[src/hdl/sparse_brick_voxel_store_macros.svh]
// ----------------------------------------------------------------------------
// sparse_brick_voxel_store_macros
// Assertion macros for the sparse brick voxel store; clk and rst in scope.
// ----------------------------------------------------------------------------
`ifndef SPARSE_BRICK_VOXEL_STORE_MACROS_SVH
`define SPARSE_BRICK_VOXEL_STORE_MACROS_SVH

// antecedent implies consequent in the same cycle
`define SBVS_ASSERT_IMP(label, ante, cons) \
  label: assert property (@(posedge clk) disable iff (rst) (ante) |-> (cons)) \
    else $error("sbvs implication check failed");

// expression holds at every edge out of reset
`define SBVS_ASSERT_ALWAYS(label, expr) \
  label: assert property (@(posedge clk) disable iff (rst) (expr)) \
    else $error("sbvs invariant check failed");

`endif

[src/hdl/sbvs_pkg.sv]
// ----------------------------------------------------------------------------
// sbvs_pkg
// Shared types and constants of the sparse brick voxel store.
// ----------------------------------------------------------------------------
`default_nettype none

package sbvs_pkg;

  localparam int MAX_MAP_BRICKS_DEF = 4096;
  localparam int POOL_BRICKS_DEF    = 256;
  localparam int VOXEL_BITS_DEF     = 8;

  localparam int BRICK_BITS   = 9;
  localparam int BRICK_VOXELS = 8 * 8 * 8;
  localparam int IDX_W        = 12;
  localparam int EXTENT_MAX   = 16;
  localparam int Q_DEPTH      = 2;

  localparam logic [1:0] CMD_READ  = 2'd0;
  localparam logic [1:0] CMD_WRITE = 2'd1;
  localparam logic [1:0] CMD_CLEAR = 2'd2;

  localparam logic [1:0] REG_BRICKS_X = 2'd0;
  localparam logic [1:0] REG_BRICKS_Y = 2'd1;
  localparam logic [1:0] REG_BRICKS_Z = 2'd2;

  typedef enum logic [1:0] {
    ST_OK    = 2'd0,
    ST_FULL  = 2'd1,
    ST_RANGE = 2'd2
  } status_t;

  typedef enum logic [2:0] {
    K_READ,
    K_WRITE,
    K_CLEAR,
    K_NOP,
    K_RANGE
  } kind_t;

  typedef struct packed {
    kind_t                   kind;
    logic [IDX_W-1:0]        idx;
    logic [BRICK_BITS-1:0]   vox;
    logic [7:0]              value;
  } item_t;

  typedef struct packed {
    logic full;
    logic empty;
  } q_status_t;

endpackage

`default_nettype wire

[src/hdl/sbvs_queue.sv]
// ----------------------------------------------------------------------------
// sbvs_queue
// Short item queue between the front and back parts.
// ----------------------------------------------------------------------------
`default_nettype none

module sbvs_queue (
  input  logic                 clk,
  input  logic                 rst,
  input  logic                 push,
  input  sbvs_pkg::item_t      item_in,
  input  logic                 pop,
  output sbvs_pkg::item_t      item_out,
  output sbvs_pkg::q_status_t  q_stat
);

  localparam int Q_AW = (sbvs_pkg::Q_DEPTH > 1) ? $clog2(sbvs_pkg::Q_DEPTH) : 1;
  localparam int Q_CW = $clog2(sbvs_pkg::Q_DEPTH + 1);

  sbvs_pkg::item_t slots [sbvs_pkg::Q_DEPTH];
  logic [Q_AW-1:0] wr_ptr;
  logic [Q_AW-1:0] rd_ptr;
  logic [Q_CW-1:0] count;
  logic            do_push;
  logic            do_pop;

  assign q_stat.full  = (count == Q_CW'(sbvs_pkg::Q_DEPTH));
  assign q_stat.empty = (count == '0);
  assign do_push = push && !q_stat.full;
  assign do_pop  = pop && !q_stat.empty;
  assign item_out = slots[rd_ptr];

  always_ff @(posedge clk) begin
    if (do_push) begin
      slots[wr_ptr] <= item_in;
    end
  end

  always_ff @(posedge clk) begin
    if (rst) begin
      wr_ptr <= '0;
      rd_ptr <= '0;
      count  <= '0;
    end else begin
      if (do_push) begin
        wr_ptr <= (wr_ptr == Q_AW'(sbvs_pkg::Q_DEPTH - 1)) ? '0 : wr_ptr + Q_AW'(1);
      end
      if (do_pop) begin
        rd_ptr <= (rd_ptr == Q_AW'(sbvs_pkg::Q_DEPTH - 1)) ? '0 : rd_ptr + Q_AW'(1);
      end
      if (do_push && !do_pop) begin
        count <= count + Q_CW'(1);
      end else if (do_pop && !do_push) begin
        count <= count - Q_CW'(1);
      end
    end
  end

endmodule

`default_nettype wire

[config.mk]
export PLATFORM = sky130hd
export DESIGN_NAME = sbvs_queue
export DESIGN_NICKNAME = d
export VERILOG_FILES = /design/src/hdl/sparse_brick_voxel_store_macros.svh /design/src/hdl/sbvs_pkg.sv /design/src/hdl/sbvs_queue.sv
export SDC_FILE = /design/constraint.sdc
export NUM_CORES = 1
export LEC_CHECK = 0
export ABC_AREA = 1
export BUFFER_PORTS_ARGS = -buffer_cell sky130_fd_sc_hd__buf_2
export CAP_MARGIN = 20
export CORE_MARGIN = 1
export CORE_UTILIZATION = 47
export CTS_BUF_LIST = sky130_fd_sc_hd__clkbuf_4 sky130_fd_sc_hd__clkbuf_8 sky130_fd_sc_hd__clkbuf_16
export CTS_CLUSTER_SIZE = 20
export DETAILED_ROUTE_END_ITERATION = 8
export HOLD_SLACK_MARGIN = 0.02
export PLACE_DENSITY = 0.75
export SLEW_MARGIN = 20
export SYNTH_ARGS = -nofsm -noshare
export SYNTH_HDL_FRONTEND = slang
export SYNTH_SLANG_ARGS = --single-unit
[constraint.sdc]
create_clock -name clk -period 2.49 [get_ports clk]
set_input_delay 0.498 -clock clk [delete_from_list [all_inputs] [get_ports clk]]
set_output_delay 0.498 -clock clk [all_outputs]
set_load 0.01 [all_outputs]
==> summary.md <==
| Metric | Value |
|---|---|
| Status | complete, no violations |
| DRC viols | 0 |
| Met2 Usage GRT | 24.3% |
| Post-DP HPWL | 2720 µm |
| CTS tree | done |
| Syn Area/Cell | 19.8 µm² |
| Initial antenna violation count | 0 |
| Slowest CP cell | dfxtp_2 |
| Switching Fraction | 26.7% |
| MaxCap Viol Count | 0 |
| Io pins | 70 |
| Hold slack final | 0.362 ns |
| Register-to-register setup slack | 0.93 ns |
| Sequential power share | 47.3% |
| CTS Root Cell | clkbuf_8 |
| ANT nets after route | 0 |
| Initial Utilization | 49.1% |
| Type of the tightest min-delay check | in -> reg |
| Worst setup margin | 0.476 ns |
| Post CTS Setup Buffer Count | 0 |
| Post-route minimum period | 2.01 ns |
| Core area | 5540 µm² |
| Crit path capture type | output port |
| CP max FO | 27 |
| Antenna Diode Count | 0 |
| Pre-CTS setup slack | 0.805 ns |
| Clk sink count | 69 |
| Critical Setup Path Class | reg -> out |
| CTS H-tree lvls | 3 |
| Nets | 253 |
| Pleak | 1.34 nW |
| Clock Path Buffers | 2 |
| Synthesized instance count | 137 |
| P per Cell Area | 979 nW/µm² |
| Max Clock Freq | 497 MHz |
| Synth cell types | 18 |
| Global route hottest layer | met2 |
| Worst path cell trace | buf_12 -> mux2_2 -> buf_2 |
| Total CTS buffers | 9 |
| Largest net degree at the start of global routing | 33 |
| TNS Setup | 0 ns |
| Largest area contributor in the netlist | edfxtp_1 |
| Final setup viols | 0 |
| Sw power | 0.872 mW |
| Share of cells above drive strength 1 | 57.5% |
| Comb pwr share | 26.8% |
| Final wirelength | 4050 µm |
| Cts hold-fix bufs | 0 |
| Placer Congestion | 0.653 |
| Area growth syn-to-layout | 22.7% |
| Clk Latency, worst-skew pair | 0.32 ns |
| Clk network pwr share | 25.9% |
| Critical R2R Capture | slots[0][23]$_DFFE_PP_ |
| Overall routing resource usage | 14.4% |
| Worst Tran Pin Value | 0.432 ns |
| Number of synthesized register bits | 69 |
| Total gr overflow | 0 |
| Final period util | 80.9% |
| R2R cell count | 3 |
| DR pass1 iterations | 4 |
| GR Layer Usage met3 | 4.77% |
| Worst rel slew slack | 71.1% |
| Site Rows | 27 |
| Slew Viols, Final | 0 |
| First-pass GRT wire length | 6390 µm |
| Die Y | 78.1 µm |
| Die area | 6090 µm² |
| Fin. Hold Viols | 0 |
| Post-CTS Resized | 0 |
| Area of the mapped netlist | 2720 µm² |
| Die Wd | 78.1 µm |
| Crit start category | flip-flop |
| Met1 Use GR | 16.6% |
| Vias | 1383 |
| WP data arrival | 1.52 ns |
| Post-synth top area share | 70.7% |
| Int Pwr | 2.39 mW |
| Synthesized net count | 174 |
| Critical path endpoint | item_out[9] |
| DR vias/cell | 4.72 |
| Clk pin slew, worst setup/hold paths | 0.07 ns |
| DR iter-0 viols | 42 |
| WP data required | 1.99 ns |
| RSZ-0062 raised after global routing | no |
| Vias in the first global route | 1462 |
| Clock skew | 0.00884 ns |
| Yosys warning total | 0 |
| Synth area leaders | edfxtp_1 71%, mux2_4 17%, dfxtp_1 3.7% |
| Maximum VDD drop | 0.000548 V |
| CP peak stage delay | 0.44 ns |
| Average wire per standard cell | 13.8 µm |
| RR Startpoint | count[0]$_SDFFE_PP0P_ |
| Register area share after synthesis | 74.4% |
| PortBufs | 69 |
## worst max-delay path, delay by kind of cell (launching register included)
kind | cells | cell delay (ns)
muxes | 1 | 0.35
buffers and inverters | 2 | 0.39
DFF | 1 | 0.44
## kinds of logic after synthesis
family | share of synthesized area (%)
simple gates | 2.53
buf+inv | 3.87
mux | 17.4
flops | 74.4
fa+ha+maj | 0.460
compound gates | 1.38
## cell type report
type | instances | area (µm²)
clock buffers | 11 | 139
flip-flops and latches | 69 | 2020
inverters | 9 | 33.8
well taps | 72 | 90.1
repair buffers | 72 | 393
multi-input cells | 55 | 607
clock inverters | 5 | 51.3
fillers | 439 | 2200
## metal layers
layer / up-vias / part of all wire (%) / routed length, µm
li1: 670 / - / -
met1: 666 / 41 / 1670
met2: 45 / 52 / 2120
met3: 2 / 5.6 / 225
met4: 0 / 0.62 / 25
met5: - / 0 / 0
## flip-flops by register name, summed over array words and instances, names as in the netlist, named ones only
register,cells
slots,64
count,2
rd_ptr,1
wr_ptr,1
## how the worst min path moves through the flow
stage | start | endpoint | cells past startpoint
after floorplan | wr_ptr$_SDFFE_PP0P_ | wr_ptr$_SDFFE_PP0P_ | 2
after detailed placement | wr_ptr$_SDFFE_PP0P_ | wr_ptr$_SDFFE_PP0P_ | 2
final | item_in[10] | slots[0][10]$_DFFE_PP_ | 1
after CTS | item_in[30] | slots[0][30]$_DFFE_PP_ | 1
after global placement | wr_ptr$_SDFFE_PP0P_ | wr_ptr$_SDFFE_PP0P_ | 2
after global routing | item_in[30] | slots[1][30]$_DFFE_PP_ | 1
## stage by stage
stage          total power [mW]  std cells  util [%]  instance area, µm²
2_1_floorplan              2.20        137         -                2720
3_3_place_gp               2.44        277      56.8                3150
3_5_place_dp               2.46        277      56.8                3150
4_1_cts                    3.31        293      60.2                3340
5_1_grt                    3.43        293      60.2                3340
6_report                   3.27        293      60.2                3340
## cells in the mapped netlist (all sizes together)
cell,n
edfxtp,64
mux2,32
inv,9
nor2,9
dfxtp,5
o21ai,5
buf,4
nand2,4
a21oi,1
and2,1
ha,1
nand3,1
nand4,1
## cell usage in the layout, fill, tap and decap left out
cell and count:
nand3_1 1, edfxtp_1 64, clkinv_1 2, inv_2 3, buf_4 1, inv_1 6, nand2_2 1, nand4_1 1
mux2_4 30, mux2_2 2, nor2_1 7, nor2_4 2, buf_2 69, a21oi_1 1, clkbuf_4 2, clkinv_2 1
clkbuf_8 9, and2_1 1, dfxtp_1 4, buf_12 2, o21ai_0 3, bufinv_16 1, ha_1 1, dfxtp_2 1
nand2_1 3, clkinv_4 1, o21ai_2 2
## power by group through the flow
stage	registers (mW)	clock network (mW)	logic [mW]
after floorplan	1.55	0	0.657
after global placement	1.56	0	0.878
after detailed placement	1.57	0	0.888
after CTS	1.55	0.869	0.890
after global routing	1.56	0.916	0.949
final	1.55	0.847	0.874
No activity file was read; power rests on OpenSTA's default activity.
