**config.mk**
```make
export PLATFORM = sky130hd
export DESIGN_NAME = sbvs_front
export DESIGN_NICKNAME = d
export VERILOG_FILES = /design/src/hdl/sparse_brick_voxel_store_macros.svh /design/src/hdl/sbvs_pkg.sv /design/src/hdl/sbvs_front.sv
export SDC_FILE = /design/constraint.sdc
export NUM_CORES = 1
export LEC_CHECK = 0
export ABC_AREA = 1
export BUFFER_PORTS_ARGS = -buffer_cell sky130_fd_sc_hd__clkbuf_2
export CORE_MARGIN = 2
export CORE_UTILIZATION = 50
export CTS_CLUSTER_SIZE = 20
export DETAILED_ROUTE_END_ITERATION = 12
export PLACE_DENSITY_LB_ADDON = 0.3
export REMOVE_ABC_BUFFERS = 1
export SYNTH_ARGS = -nofsm -noshare
export SYNTH_HDL_FRONTEND = slang
export SYNTH_SLANG_ARGS = --single-unit
```
**constraint.sdc**
```tcl
create_clock -name clk -period 4.8 [get_ports clk]
set_clock_uncertainty 0.2 [all_clocks]
set_input_delay 0.48 -clock clk [delete_from_list [all_inputs] [get_ports clk]]
set_output_delay 0.48 -clock clk [all_outputs]
set_load 0.05 [all_outputs]
```
**src/hdl/sparse_brick_voxel_store_macros.svh**
```systemverilog
// ----------------------------------------------------------------------------
// sparse_brick_voxel_store_macros
// Assertion macros for the sparse brick voxel store; clk and rst in scope.
// ----------------------------------------------------------------------------
`ifndef SPARSE_BRICK_VOXEL_STORE_MACROS_SVH
`define SPARSE_BRICK_VOXEL_STORE_MACROS_SVH

// antecedent implies consequent in the same cycle
`define SBVS_ASSERT_IMP(label, ante, cons) \
  label: assert property (@(posedge clk) disable iff (rst) (ante) |-> (cons)) \
    else $error("sbvs implication check failed");

// expression holds at every edge out of reset
`define SBVS_ASSERT_ALWAYS(label, expr) \
  label: assert property (@(posedge clk) disable iff (rst) (expr)) \
    else $error("sbvs invariant check failed");

`endif

```
**src/hdl/sbvs_pkg.sv**
```systemverilog
// ----------------------------------------------------------------------------
// sbvs_pkg
// Shared types and constants of the sparse brick voxel store.
// ----------------------------------------------------------------------------
`default_nettype none

package sbvs_pkg;

  localparam int MAX_MAP_BRICKS_DEF = 4096;
  localparam int POOL_BRICKS_DEF    = 256;
  localparam int VOXEL_BITS_DEF     = 8;

  localparam int BRICK_BITS   = 9;
  localparam int BRICK_VOXELS = 8 * 8 * 8;
  localparam int IDX_W        = 12;
  localparam int EXTENT_MAX   = 16;
  localparam int Q_DEPTH      = 2;

  localparam logic [1:0] CMD_READ  = 2'd0;
  localparam logic [1:0] CMD_WRITE = 2'd1;
  localparam logic [1:0] CMD_CLEAR = 2'd2;

  localparam logic [1:0] REG_BRICKS_X = 2'd0;
  localparam logic [1:0] REG_BRICKS_Y = 2'd1;
  localparam logic [1:0] REG_BRICKS_Z = 2'd2;

  typedef enum logic [1:0] {
    ST_OK    = 2'd0,
    ST_FULL  = 2'd1,
    ST_RANGE = 2'd2
  } status_t;

  typedef enum logic [2:0] {
    K_READ,
    K_WRITE,
    K_CLEAR,
    K_NOP,
    K_RANGE
  } kind_t;

  typedef struct packed {
    kind_t                   kind;
    logic [IDX_W-1:0]        idx;
    logic [BRICK_BITS-1:0]   vox;
    logic [7:0]              value;
  } item_t;

  typedef struct packed {
    logic full;
    logic empty;
  } q_status_t;

endpackage

`default_nettype wire

```
**src/hdl/sbvs_front.sv**
```systemverilog
// ----------------------------------------------------------------------------
// sbvs_front
// Extent registers, command accept, brick index and range classification.
// ----------------------------------------------------------------------------
`default_nettype none

module sbvs_front #(
  parameter int MAX_MAP_BRICKS = sbvs_pkg::MAX_MAP_BRICKS_DEF
) (
  input  logic                 clk,
  input  logic                 rst,
  input  logic                 cfg_we,
  input  logic [1:0]           cfg_index,
  input  logic [4:0]           cfg_data,
  input  logic                 start,
  input  logic [1:0]           cmd,
  input  logic [6:0]           pos_x,
  input  logic [6:0]           pos_y,
  input  logic [6:0]           pos_z,
  input  logic [7:0]           write_value,
  input  sbvs_pkg::q_status_t  q_stat,
  input  logic                 init_busy,
  output logic                 busy,
  output logic                 push,
  output sbvs_pkg::item_t      item
);

  logic [4:0]  ex;
  logic [4:0]  ey;
  logic [4:0]  ez;
  logic [8:0]  exy;
  logic [4:0]  cfg_clamped;
  logic [3:0]  bx;
  logic [3:0]  by;
  logic [3:0]  bz;
  logic [13:0] idx_full;
  logic        out_of_range;

  function automatic logic [4:0] clamp_ext(input logic [4:0] v);
    return (v > 5'(sbvs_pkg::EXTENT_MAX)) ? 5'(sbvs_pkg::EXTENT_MAX) : v;
  endfunction

  assign cfg_clamped = clamp_ext(cfg_data);

  always_ff @(posedge clk) begin
    if (rst) begin
      ex  <= 5'(sbvs_pkg::EXTENT_MAX);
      ey  <= 5'(sbvs_pkg::EXTENT_MAX);
      ez  <= 5'(sbvs_pkg::EXTENT_MAX);
      exy <= 9'(sbvs_pkg::EXTENT_MAX * sbvs_pkg::EXTENT_MAX);
    end else if (cfg_we) begin
      case (cfg_index)
        sbvs_pkg::REG_BRICKS_X: begin
          ex  <= cfg_clamped;
          exy <= 9'(10'(cfg_clamped) * 10'(ey));
        end
        sbvs_pkg::REG_BRICKS_Y: begin
          ey  <= cfg_clamped;
          exy <= 9'(10'(ex) * 10'(cfg_clamped));
        end
        sbvs_pkg::REG_BRICKS_Z: begin
          ez <= cfg_clamped;
        end
        default: ;
      endcase
    end
  end

  assign bx = pos_x[6:3];
  assign by = pos_y[6:3];
  assign bz = pos_z[6:3];

  assign idx_full = 14'(bx) + 14'(by) * 14'(ex) + 14'(bz) * 14'(exy);

  assign out_of_range = ({1'b0, bx} >= ex) || ({1'b0, by} >= ey) || ({1'b0, bz} >= ez) ||
                        (32'(idx_full) >= 32'(MAX_MAP_BRICKS));

  assign busy = q_stat.full || init_busy;
  assign push = start && !busy;

  always_comb begin
    item.idx   = idx_full[sbvs_pkg::IDX_W-1:0];
    item.vox   = {pos_z[2:0], pos_y[2:0], pos_x[2:0]};
    item.value = write_value;
    case (cmd)
      sbvs_pkg::CMD_READ:  item.kind = out_of_range ? sbvs_pkg::K_RANGE : sbvs_pkg::K_READ;
      sbvs_pkg::CMD_WRITE: item.kind = out_of_range ? sbvs_pkg::K_RANGE : sbvs_pkg::K_WRITE;
      sbvs_pkg::CMD_CLEAR: item.kind = sbvs_pkg::K_CLEAR;
      default:             item.kind = sbvs_pkg::K_NOP;
    endcase
  end

endmodule

`default_nettype wire

```
==> summary.md <==
| Metric | Value |
|---|---|
| Setup violations, final | 1 |
| Post-Synthesis Cells | 761 |
| RSZ-0062 raised after global routing | yes |
| Post-Syn Area | 5210 µm² |
| CTS buffer count | 3 |
| Tot GR Track Use | 23.1% |
| Sequential area share after synthesis | 9.22% |
| Final HPWL DP | 10300 µm |
| Port Buf Inserts | 43 |
| Crit. End Element | output port |
| Worst Hold Launch | rst |
| Synth Warn # | 0 |
| Non-filler instance count after layout | 955 |
| Max Fclk | 0.208 GHz |
| Req. time, crit path | 4.12 ns |
| Number of global-route vias before repair | 4919 |
| CTS tree | done |
| DR iter-0 viols | 260 |
| Synth top area share | 20.7% |
| Die area | 11300 µm² |
| Hold Path End | exy[8]$_SDFFE_PP1P_ |
| Max incr delay on CP | 0.56 ns |
| Placed cell area | 5690 µm² |
| First-pass GRT wire length | 21300 µm |
| Period utilisation layout | 100% |
| Final ANT Viol Nets | 0 |
| Pint | 730 µW |
| R2R Setup Slk | 1.03 ns |
| Via Count | 4857 |
| Largest net degree at the start of global routing | 21 |
| Routed length per placed instance | 13.6 µm |
| Crit path buffers/inverters | 4 |
| Max Cap Viol | 0 |
| Worst path arrival time | 4.12 ns |
| Post-route setup slack | -0.000969 ns |
| Cell repeated most along the worst path | nand2_2 |
| Status | finished, violations left |
| Sequential Power Share | 15.7% |
| ANT cells | 0 |
| Core area | 10200 µm² |
| Via-to-Cell Ratio | 5.09 |
| Final Cell Area | 6170 µm² |
| WS Path Type | reg2out |
| DRT Wirelength | 13000 µm |
| Post-Route Utilization | 60.4% |
| Worst path cell trace | nand2_2 > fa_2 > inv_2 > fa_1 > fa_1 > inv_1 > fa_1 > inv_2 > ha_4 > a21oi_2 > nand2_2 > nand2_2 > nand2_2 > a21oi_2 > xnor2_1 > clkbuf_8 |
| Seq cells post-synth | 24 |
| Leak pwr | 3.71 nW |
| Syn-to-layout area delta | 18.5% |
| Setup Slack @ Placement | -0.215 ns |
| Most common cell after layout, fill and taps aside | inv_1 |
| Multi-input logic area | 4010 µm² |
| Chip height | 106 µm |
| Switching Power | 697 µW |
| Clk root buf | clkbuf_8 |
| Fillcell total | 895 |
| Cells taking the most area after synthesis | fa_1 (21%), ha_1 (20%), inv_1 (14%) |
| Total power draw | 1.43 mW |
| Num Clock Sinks | 24 |
| Comb power frac | 71.5% |
| CP startpoint kind | register |
| # DRC | 0 |
| Max_slew headroom | 60.1% |
| Switching Share | 48.8% |
| Row Count | 37 |
| Largest fanout on the critical path | 4 |
| Max-slew violation count | 0 |
| Area leader, netlist | fa_1 |
| Clk buf depth | 2 |
| Worst reg2reg path endpoint | exy[8]$_SDFFE_PP1P_ |
| Register-to-Register Path Depth | 15 |
| CTS H-tree lvls | 1 |
| Starting Density | 50.9% |
| Worst r2r src | ex[2]$_SDFFE_PP0P_ |
| Commonest non-fill, non-tap cells in the layout | inv_1 (187), nand2_1 (163), ha_1 (73), fa_1 (52), nor2_1 (46) |
| Hold Path Class | in2reg |
| CP top delay family | adder cells |
| Worst hold margin | 0.275 ns |
| VDD IR max | 0.000387 V |
| Die Wd | 106 µm |
| Setup TNS | -0.000969 ns |
| GP Congestion | 0.850 |
| Synth cell types | 33 |
| Reg area | 498 µm² |
| Antenna violations before repair | 0 |
| Pwr Density | 231 nW/µm² |
| Skew-Pair Late Insertion Delay | 0.28 ns |
| Final #Nets | 1002 |
| Hold Vio Cnt, Final | 0 |
| Syn Area/Cell | 6.85 µm² |
| GRT overflow | 0 |
| Num ports | 79 |
| Share of cells above drive strength 1 | 20.9% |
| Hold Buf Count CTS | 0 |
| Worst-margin pin slew | 0.597 ns |
| Critical path's slowest cell | fa_2 |
| Hold depth | 3 |
| Worst-path clk slew | 0.09 ns |
| Failing checks | setup timing |
| Crit path time final | 4.80 ns |
| Pre-antenna DRT Iters | 5 |
| Placed cell count | 943 |
| Clock power share | 12.8% |
==> registers in the layout, summed over array words and instances, names as in the netlist <==
| signal | count |
|---|---|
| exy | 9 |
| ex | 5 |
| ey | 5 |
| ez | 5 |
==> layout make-up <==
type | instances | area share (%)
multi-input combinational | 496 | 65.0
inverter | 208 | 12.7
timing repair buffer | 87 | 10.4
sequential | 24 | 8.06
tap | 136 | 2.76
clock buffer | 3 | 0.669
clock inverter | 1 | 0.486
==> power by group through the flow <==
stage / clock network [mW] / logic (mW) / registers (mW)
after floorplan: 0 / 0.567 / 0.226
after global placement: 0 / 0.799 / 0.228
after detailed placement: 0 / 0.820 / 0.228
after CTS: 0.185 / 0.884 / 0.223
after global routing: 0.192 / 1.11 / 0.225
final: 0.183 / 1.02 / 0.223
==> worst max-delay path by stage <==
stage / cells after the start / slack [ns] / from / to
global route: 16 / -0.13 / exy[1]$_SDFFE_PP0P_ / item[28]
global placement: 17 / -0.19 / pos_y[5] / item[27]
finish: 16 / -0.001 / ex[4]$_SDFFE_PP1P_ / item[28]
detailed placement: 17 / -0.21 / pos_y[5] / item[27]
floorplan: 12 / -0.21 / pos_y[6] / item[25]
CTS: 19 / 0.001 / ex[3]$_SDFFE_PP0P_ / item[29]
==> repair_timing <==
item,CTS,global route
gates resized for setup,30,68
buffers inserted,4,4
endpoints found under the setup margin,9,9
endpoints found under the hold margin,0,0
pin swaps,12,48
==> cell usage after synthesis, drive strengths merged <==
master	n
or2	1
fa	54
xor2	5
a21o	3
ha	83
a21boi	1
nor3	5
nand2	184
nand3b	2
dfxtp	24
o211ai	5
inv	207
o21ai	24
xnor2	5
o22ai	3
buf	20
nand4	6
o21bai	1
nand3	26
clkbuf	13
a21oi	32
a31oi	3
clkinv	1
nor2	53
==> layer usage <==
layer / up-vias / track usage, % / part of all wire, %
met3: 18 / 4.17 / 5.7
li1: 2381 / - / -
met1: 2295 / 28.6 / 43
met5: - / 0 / 0
met4: 0 / 4.79 / 1.8
met2: 163 / 42.0 / 49
==> cell families (layout without fill, tap and decap cells) <==
logic type,after synthesis,count (layout),share of synthesized area [%]
AO/OA/AOI/OAI,72,72,7.54
XOR/XNOR,10,10,1.68
adder cells (fa/ha/maj),137,137,40.7
buffers and inverters,241,299,18.8
flip-flops,24,24,9.22
AND/OR/NAND/NOR,277,277,22.1
==> worst register-to-register path: cells and delay by family, from the launching register on <==
kind | cells | cell delay (ns)
compound gates | 1 | 0.12
fa+ha+maj | 4 | 1.94
buf+inv | 3 | 0.29
flops | 1 | 0.36
simple gates | 7 | 0.76
Note: power is estimated with default switching activity, not from simulation.
